**config.mk**
```make
export PLATFORM = sky130hd
export DESIGN_NAME = rc4_multiround_stream_decrypt_unit
export DESIGN_NICKNAME = d
export VERILOG_FILES = /design/src/design/rc4ms_pkg.sv /design/src/design/rc4_multiround_stream_decrypt_unit.sv
export SDC_FILE = /design/constraint.sdc
export NUM_CORES = 2
export LEC_CHECK = 0
export ABC_AREA = 0
export BUFFER_PORTS_ARGS = -buffer_cell sky130_fd_sc_hd__buf_2
export CAP_MARGIN = 20
export CORE_ASPECT_RATIO = 1.2
export CORE_MARGIN = 4
export CORE_UTILIZATION = 55
export CTS_CLUSTER_DIAMETER = 80
export DETAILED_ROUTE_END_ITERATION = 6
export HOLD_SLACK_MARGIN = 0.08
export PLACE_DENSITY = 0.7
export SYNTH_ARGS = -nofsm -noshare
export SYNTH_HDL_FRONTEND = slang
export SYNTH_SLANG_ARGS = --single-unit
```
**constraint.sdc**
```tcl
create_clock -name clk -period 36.4 [get_ports clk]
set_input_delay 7.28 -clock clk [delete_from_list [all_inputs] [get_ports clk]]
set_output_delay 7.28 -clock clk [all_outputs]
set_load 0.02 [all_outputs]
```
**src/design/rc4ms_pkg.sv**
```systemverilog
// Shared constants and types for the RC4 multi-round stream decrypt unit.
// No dependencies; imported by the top level, its checker and the testbench.
package rc4ms_pkg;

  // Key store geometry
  localparam int KEY_DEPTH = 256;
  localparam int KEY_AW    = (KEY_DEPTH > 1) ? $clog2(KEY_DEPTH) : 1;
  localparam int KEY_CW    = $clog2(KEY_DEPTH + 1);

  // Configuration register indexes
  localparam logic REG_IV_LEN = 1'b0;
  localparam logic REG_ROUNDS = 1'b1;

  // Configuration reset values
  localparam logic [7:0] IV_LEN_RST = 8'd10;
  localparam logic [7:0] ROUNDS_RST = 8'd20;

  // Input opcodes; code 3 is unused
  typedef enum logic [1:0] {
    OP_KEY     = 2'd0,
    OP_CIPHER  = 2'd1,
    OP_RESTART = 2'd2
  } opcode_t;

endpackage

```
**src/design/rc4_multiround_stream_decrypt_unit.sv**
```systemverilog
// A ciphertext byte passes through states KRI, KRJ, KW1, KW2, KRT and KOUT to its plain byte;
// no new item is taken until KOUT has registered it. Passphrase, IV and restart items do not stall.
// The first byte after the IV adds a table fill (FILL) plus the key schedule (SRD, SJ, SW1, SW2
// per swap, for every round), all set by the single port of the permutation table memory.
// Reset (synchronous): counters cleared, schedule flag dropped, IV length 10, rounds 20.
// The key store and permutation table are not cleared; the table is rebuilt per message.
module rc4_multiround_stream_decrypt_unit
  import rc4ms_pkg::*;
(
  input  logic       clk,
  input  logic       rst,
  // configuration write port
  input  logic       cfg_we,
  input  logic       cfg_index,
  input  logic [7:0] cfg_data,
  // input channel
  input  logic       in_valid,
  output logic       in_stall,
  input  logic [1:0] opcode,
  input  logic [7:0] data_byte,
  // output channel
  output logic       out_valid,
  input  logic       out_stall,
  output logic [7:0] plain_byte
);

  typedef enum logic [3:0] {
    ST_IDLE,
    ST_FILL,
    ST_SRD,
    ST_SJ,
    ST_SW1,
    ST_SW2,
    ST_KRI,
    ST_KRJ,
    ST_KW1,
    ST_KW2,
    ST_KRT,
    ST_KOUT
  } state_t;

  localparam logic [KEY_CW-1:0] KEY_FULL = KEY_CW'(KEY_DEPTH);

  state_t            state;
  logic [7:0]        iv_len;
  logic [7:0]        rounds;
  logic [KEY_CW-1:0] key_count;
  logic [7:0]        iv_count;
  logic [7:0]        stream_i;
  logic [7:0]        stream_j;
  logic              scheduled;
  logic [7:0]        n;
  logic [KEY_AW-1:0] k;
  logic [7:0]        r;
  logic [7:0]        si;
  logic [7:0]        tsum;
  logic [7:0]        cbyte;

  // permutation table, single port
  logic [7:0] perm_mem [256];
  logic [7:0] perm_rd;
  logic [7:0] perm_addr;
  logic [7:0] perm_wdata;
  logic       perm_we;
  logic       perm_re;

  // key store
  logic [7:0] key_mem [KEY_DEPTH];
  logic [7:0] key_rd;
  logic       key_we;
  logic       key_re;

  logic [7:0] kb;
  logic [7:0] j_add;
  logic       key_room;
  logic       iv_open;
  logic       k_wrap;

  assign in_stall = (state != ST_IDLE);
  assign key_room = (key_count != KEY_FULL);
  assign iv_open  = (iv_count < iv_len);
  assign k_wrap   = ((KEY_CW'(k) + KEY_CW'(1)) == key_count);

  // Shared index adder: key schedule adds the key byte, keystream adds zero
  assign kb    = (state == ST_SJ && key_count != '0) ? key_rd : 8'd0;
  assign j_add = stream_j + perm_rd + kb;

  // Append a key byte on a passphrase byte or an IV byte
  assign key_we = (state == ST_IDLE) && in_valid && !scheduled && key_room &&
                  ((opcode == OP_KEY) || (opcode == OP_CIPHER && iv_open));
  assign key_re = (state == ST_SRD);

  // Drive the permutation table port from the sequencer state
  always_comb begin
    perm_we    = 1'b0;
    perm_re    = 1'b0;
    perm_addr  = n;
    perm_wdata = perm_rd;
    unique case (state)
      ST_FILL: begin
        perm_we    = 1'b1;
        perm_wdata = n;
      end
      ST_SRD: perm_re = 1'b1;
      ST_SJ, ST_KRJ: begin
        perm_re   = 1'b1;
        perm_addr = j_add;
      end
      ST_SW1: perm_we = 1'b1;
      ST_SW2, ST_KW2: begin
        perm_we    = 1'b1;
        perm_addr  = stream_j;
        perm_wdata = si;
      end
      ST_KRI: begin
        perm_re   = 1'b1;
        perm_addr = stream_i + 8'd1;
      end
      ST_KW1: begin
        perm_we   = 1'b1;
        perm_addr = stream_i;
      end
      ST_KRT: begin
        perm_re   = 1'b1;
        perm_addr = tsum;
      end
      default: ;
    endcase
  end

  // Permutation table memory
  always_ff @(posedge clk) begin
    if (perm_we) begin
      perm_mem[perm_addr] <= perm_wdata;
    end
    if (perm_re) begin
      perm_rd <= perm_mem[perm_addr];
    end
  end

  // Key store memory
  always_ff @(posedge clk) begin
    if (key_we) begin
      key_mem[key_count[KEY_AW-1:0]] <= data_byte;
    end
    if (key_re) begin
      key_rd <= key_mem[k];
    end
  end

  // Configuration registers
  always_ff @(posedge clk) begin
    if (rst) begin
      iv_len <= IV_LEN_RST;
      rounds <= ROUNDS_RST;
    end else if (cfg_we) begin
      unique case (cfg_index)
        REG_IV_LEN: iv_len <= cfg_data;
        REG_ROUNDS: rounds <= cfg_data;
        default: ;
      endcase
    end
  end

  // Sequencer
  always_ff @(posedge clk) begin
    if (rst) begin
      state     <= ST_IDLE;
      key_count <= '0;
      iv_count  <= '0;
      stream_i  <= '0;
      stream_j  <= '0;
      scheduled <= 1'b0;
      n         <= '0;
      k         <= '0;
      r         <= '0;
      out_valid <= 1'b0;
    end else begin
      // raise a new result, or drop the held one once transferred
      if (state == ST_KOUT && (!out_valid || !out_stall)) begin
        out_valid <= 1'b1;
      end else if (out_valid && !out_stall) begin
        out_valid <= 1'b0;
      end
      unique case (state)
        ST_IDLE: begin
          if (in_valid) begin
            case (opcode)
              OP_KEY: begin
                if (key_we) begin
                  key_count <= key_count + KEY_CW'(1);
                end
              end
              OP_RESTART: begin
                key_count <= '0;
                iv_count  <= '0;
                stream_i  <= '0;
                stream_j  <= '0;
                scheduled <= 1'b0;
              end
              OP_CIPHER: begin
                cbyte <= data_byte;
                if (scheduled) begin
                  state <= ST_KRI;
                end else if (iv_open) begin
                  if (key_room) begin
                    key_count <= key_count + KEY_CW'(1);
                  end
                  iv_count <= iv_count + 8'd1;
                end else begin
                  n     <= '0;
                  state <= ST_FILL;
                end
              end
              default: ;
            endcase
          end
        end
        // rebuild identity table
        ST_FILL: begin
          n <= n + 8'd1;
          if (n == 8'hFF) begin
            stream_j <= '0;
            r        <= '0;
            k        <= '0;
            if (rounds == 8'd0) begin
              stream_i  <= '0;
              scheduled <= 1'b1;
              state     <= ST_KRI;
            end else begin
              state <= ST_SRD;
            end
          end
        end
        ST_SRD: state <= ST_SJ;
        ST_SJ: begin
          si       <= perm_rd;
          stream_j <= j_add;
          state    <= ST_SW1;
        end
        ST_SW1: state <= ST_SW2;
        // finish the swap and advance the schedule counters
        ST_SW2: begin
          n     <= n + 8'd1;
          k     <= k_wrap ? '0 : k + KEY_AW'(1);
          state <= ST_SRD;
          if (n == 8'hFF) begin
            k <= '0;
            if (r == rounds - 8'd1) begin
              stream_i  <= '0;
              stream_j  <= '0;
              scheduled <= 1'b1;
              state     <= ST_KRI;
            end else begin
              r <= r + 8'd1;
            end
          end
        end
        ST_KRI: begin
          stream_i <= stream_i + 8'd1;
          state    <= ST_KRJ;
        end
        ST_KRJ: begin
          si       <= perm_rd;
          stream_j <= j_add;
          state    <= ST_KW1;
        end
        ST_KW1: begin
          tsum  <= si + perm_rd;
          state <= ST_KW2;
        end
        ST_KW2: state <= ST_KRT;
        ST_KRT: state <= ST_KOUT;
        // hold until the output register is free
        ST_KOUT: begin
          if (!out_valid || !out_stall) begin
            plain_byte <= cbyte ^ perm_rd;
            state      <= ST_IDLE;
          end
        end
        default: state <= ST_IDLE;
      endcase
    end
  end

endmodule

```
# Yosys cells after proc, flatten, opt, wreduce, memory -nomap -nowiden
# Memory sizes are Yosys's and may differ from the RTL's. A register that Yosys moved wholly into a read port is not among the register bits.
# Cells that the tools add are included.
# totals
ramBits,4096
n_memories,2
in_bits,24
reg_bits,111
output_inout_bits,10
# classes
n_reduce_logical,46
magnitude_cmp,1
bitwise,3
mux,56
n_eq_ne,33
add_sub_neg,11
# memory_table
memory,words,word_bits,rd,rd_clocked_by_memory_dff,write_ports,line_no,source
key_mem,256,8,1,1,1,rc4_multiround_stream_decrypt_unit.sv:68,logic [7:0] key_mem [KEY_DEPTH];
perm_mem,256,8,1,1,1,rc4_multiround_stream_decrypt_unit.sv:60,logic [7:0] perm_mem [256];
# op_table
op,count
8-bit two-way mux,18
8-bit one-hot mux with 2 select lines,5
8-bit one-hot mux with 4 select lines,2
4-bit one-hot mux with 12 select lines,1
8-bit by 1-bit adder with 8-bit output (second input constant),5
8-bit one-hot mux with 5 select lines,1
9-bit two-way mux,4
9-bit one-hot mux with 3 select lines,1
8-bit adder,3
4-bit two-way mux,6
2-bit inequality test (second input constant),12
7-bit AND reduction,3
4-bit by 3-bit == test with 1-bit output (second input constant),4
4-bit == test (second input constant),4
5-bit AND reduction,3
1-bit two-way mux,14
4-bit nonzero test,3
2-bit AND reduction,5
5-bit OR reduction,2
8-bit by 1-bit adder with 9-bit output (second input constant),1
9-bit by 1-bit adder with 9-bit output (second input constant),1
9-bit == test,1
3-bit two-way mux,3
9-bit inequality test (second input constant),1
26 further kinds,47

# Logic depth before layout (Yosys ltp)
# depth
depth_word,7
ltp_mapped,23
ltp_nobuf,20

# Worst setup path before layout
# OpenSTA, ideal clock, no wires.
# synth_path
path_type,flip-flop to flip-flop
from,register state[2]
to,memory perm_mem[0][2] (data pin)
arrival_time_ps,11375
t_required_ps,34213
stages_incl_launch_ff,7
slack_ps,22838
n_path_buf,4
path_cell_list,dfxtp_1 buf_2 buf_2 buf_1 clkbuf_1 a21oi_1 o21ai_0
# synth_via
elab_chain_cells,3
# synth_rtl
item,line_no,source
"start, declared",rc4_multiround_stream_decrypt_unit.sv:44,state_t state;
"start signal, assigned",rc4_multiround_stream_decrypt_unit.sv:168,state <= ST_IDLE;
"start signal, assigned",rc4_multiround_stream_decrypt_unit.sv:204,state <= ST_KRI;
"start signal, assigned",rc4_multiround_stream_decrypt_unit.sv:212,state <= ST_FILL;
4-bit by 3-bit == test with 1-bit output / 4-bit == test (equally long branches),rc4_multiround_stream_decrypt_unit.sv:99,unique case (state)
2-bit OR reduction,rc4_multiround_stream_decrypt_unit.sv:99,
8-bit one-hot mux with 2 select lines *,rc4_multiround_stream_decrypt_unit.sv:99,
via perm_wdata[2],rc4_multiround_stream_decrypt_unit.sv:63,logic [7:0] perm_wdata;
"end, declared",rc4_multiround_stream_decrypt_unit.sv:60,
# Mark *: on every way through the listed nets, which the timed path passes. The rest lies on a longest branch.

# Worst setup path after layout
# layout_path
from,input port in_valid
to,memory key_mem[9][4] (enable)
# layout_via
elab_chain_cells,6
# layout_rtl
item,line_no,source
"start, declared",rc4_multiround_stream_decrypt_unit.sv:17,"input logic in_valid,"
1-bit logical AND (4 in series),rc4_multiround_stream_decrypt_unit.sv:89,assign key_we = (state == ST_IDLE) && in_valid && !scheduled && key_room &&
1-bit two-way mux,rc4_multiround_stream_decrypt_unit.sv:143,if (key_we) begin
1-bit two-way mux (not written as such),rc4_multiround_stream_decrypt_unit.sv:144,key_mem[key_count[KEY_AW-1:0]] <= data_byte;
"end, declared",rc4_multiround_stream_decrypt_unit.sv:68,
# No other way between the ends.

==> flow_summary.ini <==
[sta]
final-setup-viol-count = 0
timing.final.max_slew_violations = 0
timing.fmax_mhz = 101
final.setup_skew_ns = 0.0929
tightestPinTransition_ns = 1.19
setup-tns-final_ns = 0
layout_worst_path_cycle_share_pct = 27.1
period_minus_slack_ns = 9.87
finalHoldWorstSlack_ns = 0.466
timing_hold_violations_final = 0
max_slew_margin_vs_limit_pct = 20.1
rsz0062_at_grt = no

[synthesis]
yosysWarningCount = 0
synthArstFlopShare_pct = 0
synthesis.nets = 9653
cell_area_after_synthesis_um2 = 167000
synthCells = 9590
synth-edff-count = 4144
synth_seq_area_share_pct = 75.4
ys.flop_type = sky130_fd_sc_hd__edfxtp_1
synthesized_area_divided_by_synthesized_cell_count_um2 = 17.4
netlist-cell-type-count = 87
ys_ff_latch = 4223

[worst_hold_path]
worst_hold_path_type = flop to flop

[critical_path]
critical_path.max_stage_delay_ns = 0.81
timing.critical_path.cells = buf_2 -> nand2_1 -> a2111oi_4 -> buf_4 -> nor3b_1 -> nand2_1 -> nor2_1
crit_slowest_cell = sky130_fd_sc_hd__nor2_1
crit_path_kind = input port to flop
crit_required_ns = 36.91
bufs_and_invs_on_worst_path = 2
crit_fanout = 16
crit_path_leading_delay_family = simple AND/OR/NAND/NOR gates
setup.worst_path.start_class = input port
critical_path_arrival_ns = 10.39
cp_common_cell = sky130_fd_sc_hd__nand2_1
critical_path.endpoint_type = flop

[power]
p_clk_share_pct = 39.9
power.sequential.fraction_pct = 53.0
worst_ir_drop_vdd_mv = 0.0604
cellPowerDensity_nw_per_um2 = 56.9
swShare_pct = 22.7
p_int_mw = 8.10
p_leak_nw = 57.2
share_comb_of_total_power_pct = 7.0
switching_power_mw = 2.38
total_power_mw = 10.5

[detailed_routing]
routedWlPerCell_um = 30.6
detail_route.first_pass.iterations = 7
drt-vias-per-instance = 6.52
ant_nets = 0
drt-total-wl_mm = 425
vias = 90600
route.detailed.drc = 1
detail_route.iter0.violations = 12000

[flow_run]
drv.max_cap_violation_count = 0

[floorplan]
die-area_um2 = 313000
io_pins = 34
core.rowCount = 221
fp.dieW_um = 511
placeableCoreArea_um2 = 302000
start_util_pct = 55.3
chipHeight_um = 612

[grt]
grt_pass1_wl_mm = 621
antenna_violations_before_repair = 6
globalRouteTotalUtil_pct = 26.9
pin_count_of_the_biggest_net_entering_global_routing = 201
overflow = 0
first_global_vias = 89200

[place]
numPortBuffers = 33
placed_area_um2 = 171000
gp_congestion = 0.904
dp_hpwl_mm = 251

[layout]
post-route-util_pct = 61.0
nNetsFinal = 9612
area_overhead_of_the_layout_relative_to_synthesis_pct = 10.3
finish.instance_area_um2 = 184000
fillers = 21000
layout-drive-gt1-share_pct = 15.7

[clock_tree]
cts_sinks = 4223
cts.hold.buffers_added = 0
clock_tree_from_tritoncts = done
ctsHtreeMaxLevel = 5
path_clk_slew_ns = 0.07
root_buffer_cell = sky130_fd_sc_hd__clkbuf_16
cts.repair.resized = 0
number_of_buffers_inserted_during_clock_tree_synthesis = 396
cts_buffer_depth = 4
number_of_buffers_inserted_by_post_cts_setup_repair = 0
clock_latency_ns = 0.94

[run_status]
outcome = finished with violations
violations = design-rule violations
-- metal layers --
metal | vias up | global-route usage [%] | wire length (um)
li1 | 38200 | - | -
met1 | 46600 | 35.1 | 153000
met2 | 5016 | 44.7 | 212000
met3 | 891 | 4.61 | 37500
met4 | 4 | 12.1 | 22500
met5 | - | 0 | 27
-- cell families (layout without fill, tap and decap cells) --
logic type / after synthesis / count (layout) / synth area share (%)
DFF: 4223 / 4223 / 75.4
and+or+nand+nor: 2035 / 2035 / 5.12
AOI/OAI and AO/OA: 1565 / 1565 / 6.10
muxes: 954 / 954 / 10.7
buffers and inverters: 702 / 986 / 1.93
xor gates and xnor gates: 71 / 71 / 0.372
adders and majority gates: 40 / 40 / 0.339
other: 0 / 8 / 0
-- synth_stat cells, types with 16 or more instances --
library cell               number  area (um2)
sky130_fd_sc_hd__a21o_1        17         128
sky130_fd_sc_hd__a21oi_1      755        3780
sky130_fd_sc_hd__a221oi_1     324        2840
sky130_fd_sc_hd__a22oi_1      193        1450
sky130_fd_sc_hd__a31oi_1       34         213
sky130_fd_sc_hd__and3_1        24         150
sky130_fd_sc_hd__buf_1         59         221
sky130_fd_sc_hd__buf_2        273        1370
sky130_fd_sc_hd__buf_4         52         390
sky130_fd_sc_hd__clkbuf_1     269        1010
sky130_fd_sc_hd__dfxtp_1       79        1580
sky130_fd_sc_hd__edfxtp_1    4144      124000
sky130_fd_sc_hd__ha_1          30         375
sky130_fd_sc_hd__inv_1         42         158
sky130_fd_sc_hd__mux2i_1      280        2800
sky130_fd_sc_hd__mux4_2       670       15100
sky130_fd_sc_hd__nand2_1     1015        3810
sky130_fd_sc_hd__nand2_2       16         100
sky130_fd_sc_hd__nand3_1      166         831
sky130_fd_sc_hd__nand4_1       41         257
sky130_fd_sc_hd__nor2_1       611        2290
sky130_fd_sc_hd__nor2b_1       19         119
sky130_fd_sc_hd__nor4_1        37         231
sky130_fd_sc_hd__o21ai_0       82         410
sky130_fd_sc_hd__o22a_1        16         140
sky130_fd_sc_hd__o22ai_1       20         125
sky130_fd_sc_hd__o41ai_1       16         140
sky130_fd_sc_hd__or3_1         20         125
sky130_fd_sc_hd__xnor2_1       36         315
sky130_fd_sc_hd__xor2_1        35         307
-- cell usage in the layout (no fill, tap or decap), drive strengths merged, types with 13 or more instances in the layout --
cell type	netlist	layout
edfxtp	4144	4144
nand2	1031	1031
a21oi	755	755
mux4	670	670
nor2	614	614
clkbuf	269	465
a221oi	324	324
mux2i	280	280
buf	391	213
a22oi	194	194
clkinv	0	171
nand3	167	167
o21ai	85	85
dfxtp	79	79
inv	42	60
bufinv	0	53
nand4	41	41
nor4	38	38
xnor2	36	36
xor2	35	35
a31oi	34	34
ha	30	30
and3	24	24
clkinvlp	0	24
o22ai	20	20
or3	20	20
nor2b	19	19
a21o	17	17
o22a	16	16
o41ai	16	16
a211oi	15	15
and2	15	15
o31ai	13	13
nand3b	13	13
-- path summary, 6_finish.rpt --
kind	start	to	slack, ns	depth (start not counted)
worst max-delay path	in_valid	key_mem[9][4]	26.53	7
worst min-delay path	iv_len[2]	iv_len[2]	0.47	2
worst max register to register	key_count[0]	perm_rd[3]	27.88	21
worst min register to register	iv_len[2]	iv_len[2]	0.47	2
-- metrics by stage --
step | setup slack [ns] | std cells
after floorplan | 22.84 | 9590
after detailed placement | 25.60 | 13200
after global routing | 26.38 | 13900
after CTS | 26.52 | 13900
final | 26.53 | 13900
after global placement | 25.67 | 13200
-- power by group through the flow --
stage,registers [mW],clock network (mW),logic (mW)
after detailed placement,5.66,0,0.734
after floorplan,5.80,0,0.396
after CTS,5.56,4.22,0.735
final,5.56,4.19,0.738
after global routing,5.56,4.45,0.784
after global placement,5.66,0,0.710
-- layout make-up --
type | instances | area (um2) | area share (%)
multi-input combinational | 4665 | 38100 | 20.7
inverter | 42 | 158 | 0.0856
timing repair buffer | 221 | 1840 | 0.996
sequential | 4223 | 126000 | 68.4
antenna | 8 | 20.0 | 0.0109
clock buffer | 457 | 10200 | 5.56
tap | 4014 | 5020 | 2.73
clock inverter | 266 | 2850 | 1.55
-- flip-flops by register name, indices dropped and copies added (netlist names) --
signal	count
cbyte	8
iv_count	8
iv_len	8
k	8
key_count	9
key_mem	2048
key_rd	8
n	8
out_valid	1
perm_mem	2048
perm_rd	8
plain_byte	8
r	8
rounds	8
scheduled	1
si	8
state	4
stream_i	8
stream_j	8
tsum	8
-- worst min-delay path: stages, from the launching register on --
cell	delay [ns]
sky130_fd_sc_hd__dfxtp_1	0.31
sky130_fd_sc_hd__nand2_1	0.06
sky130_fd_sc_hd__a21oi_1	0.05
No activity file was read; power rests on OpenSTA's default activity.
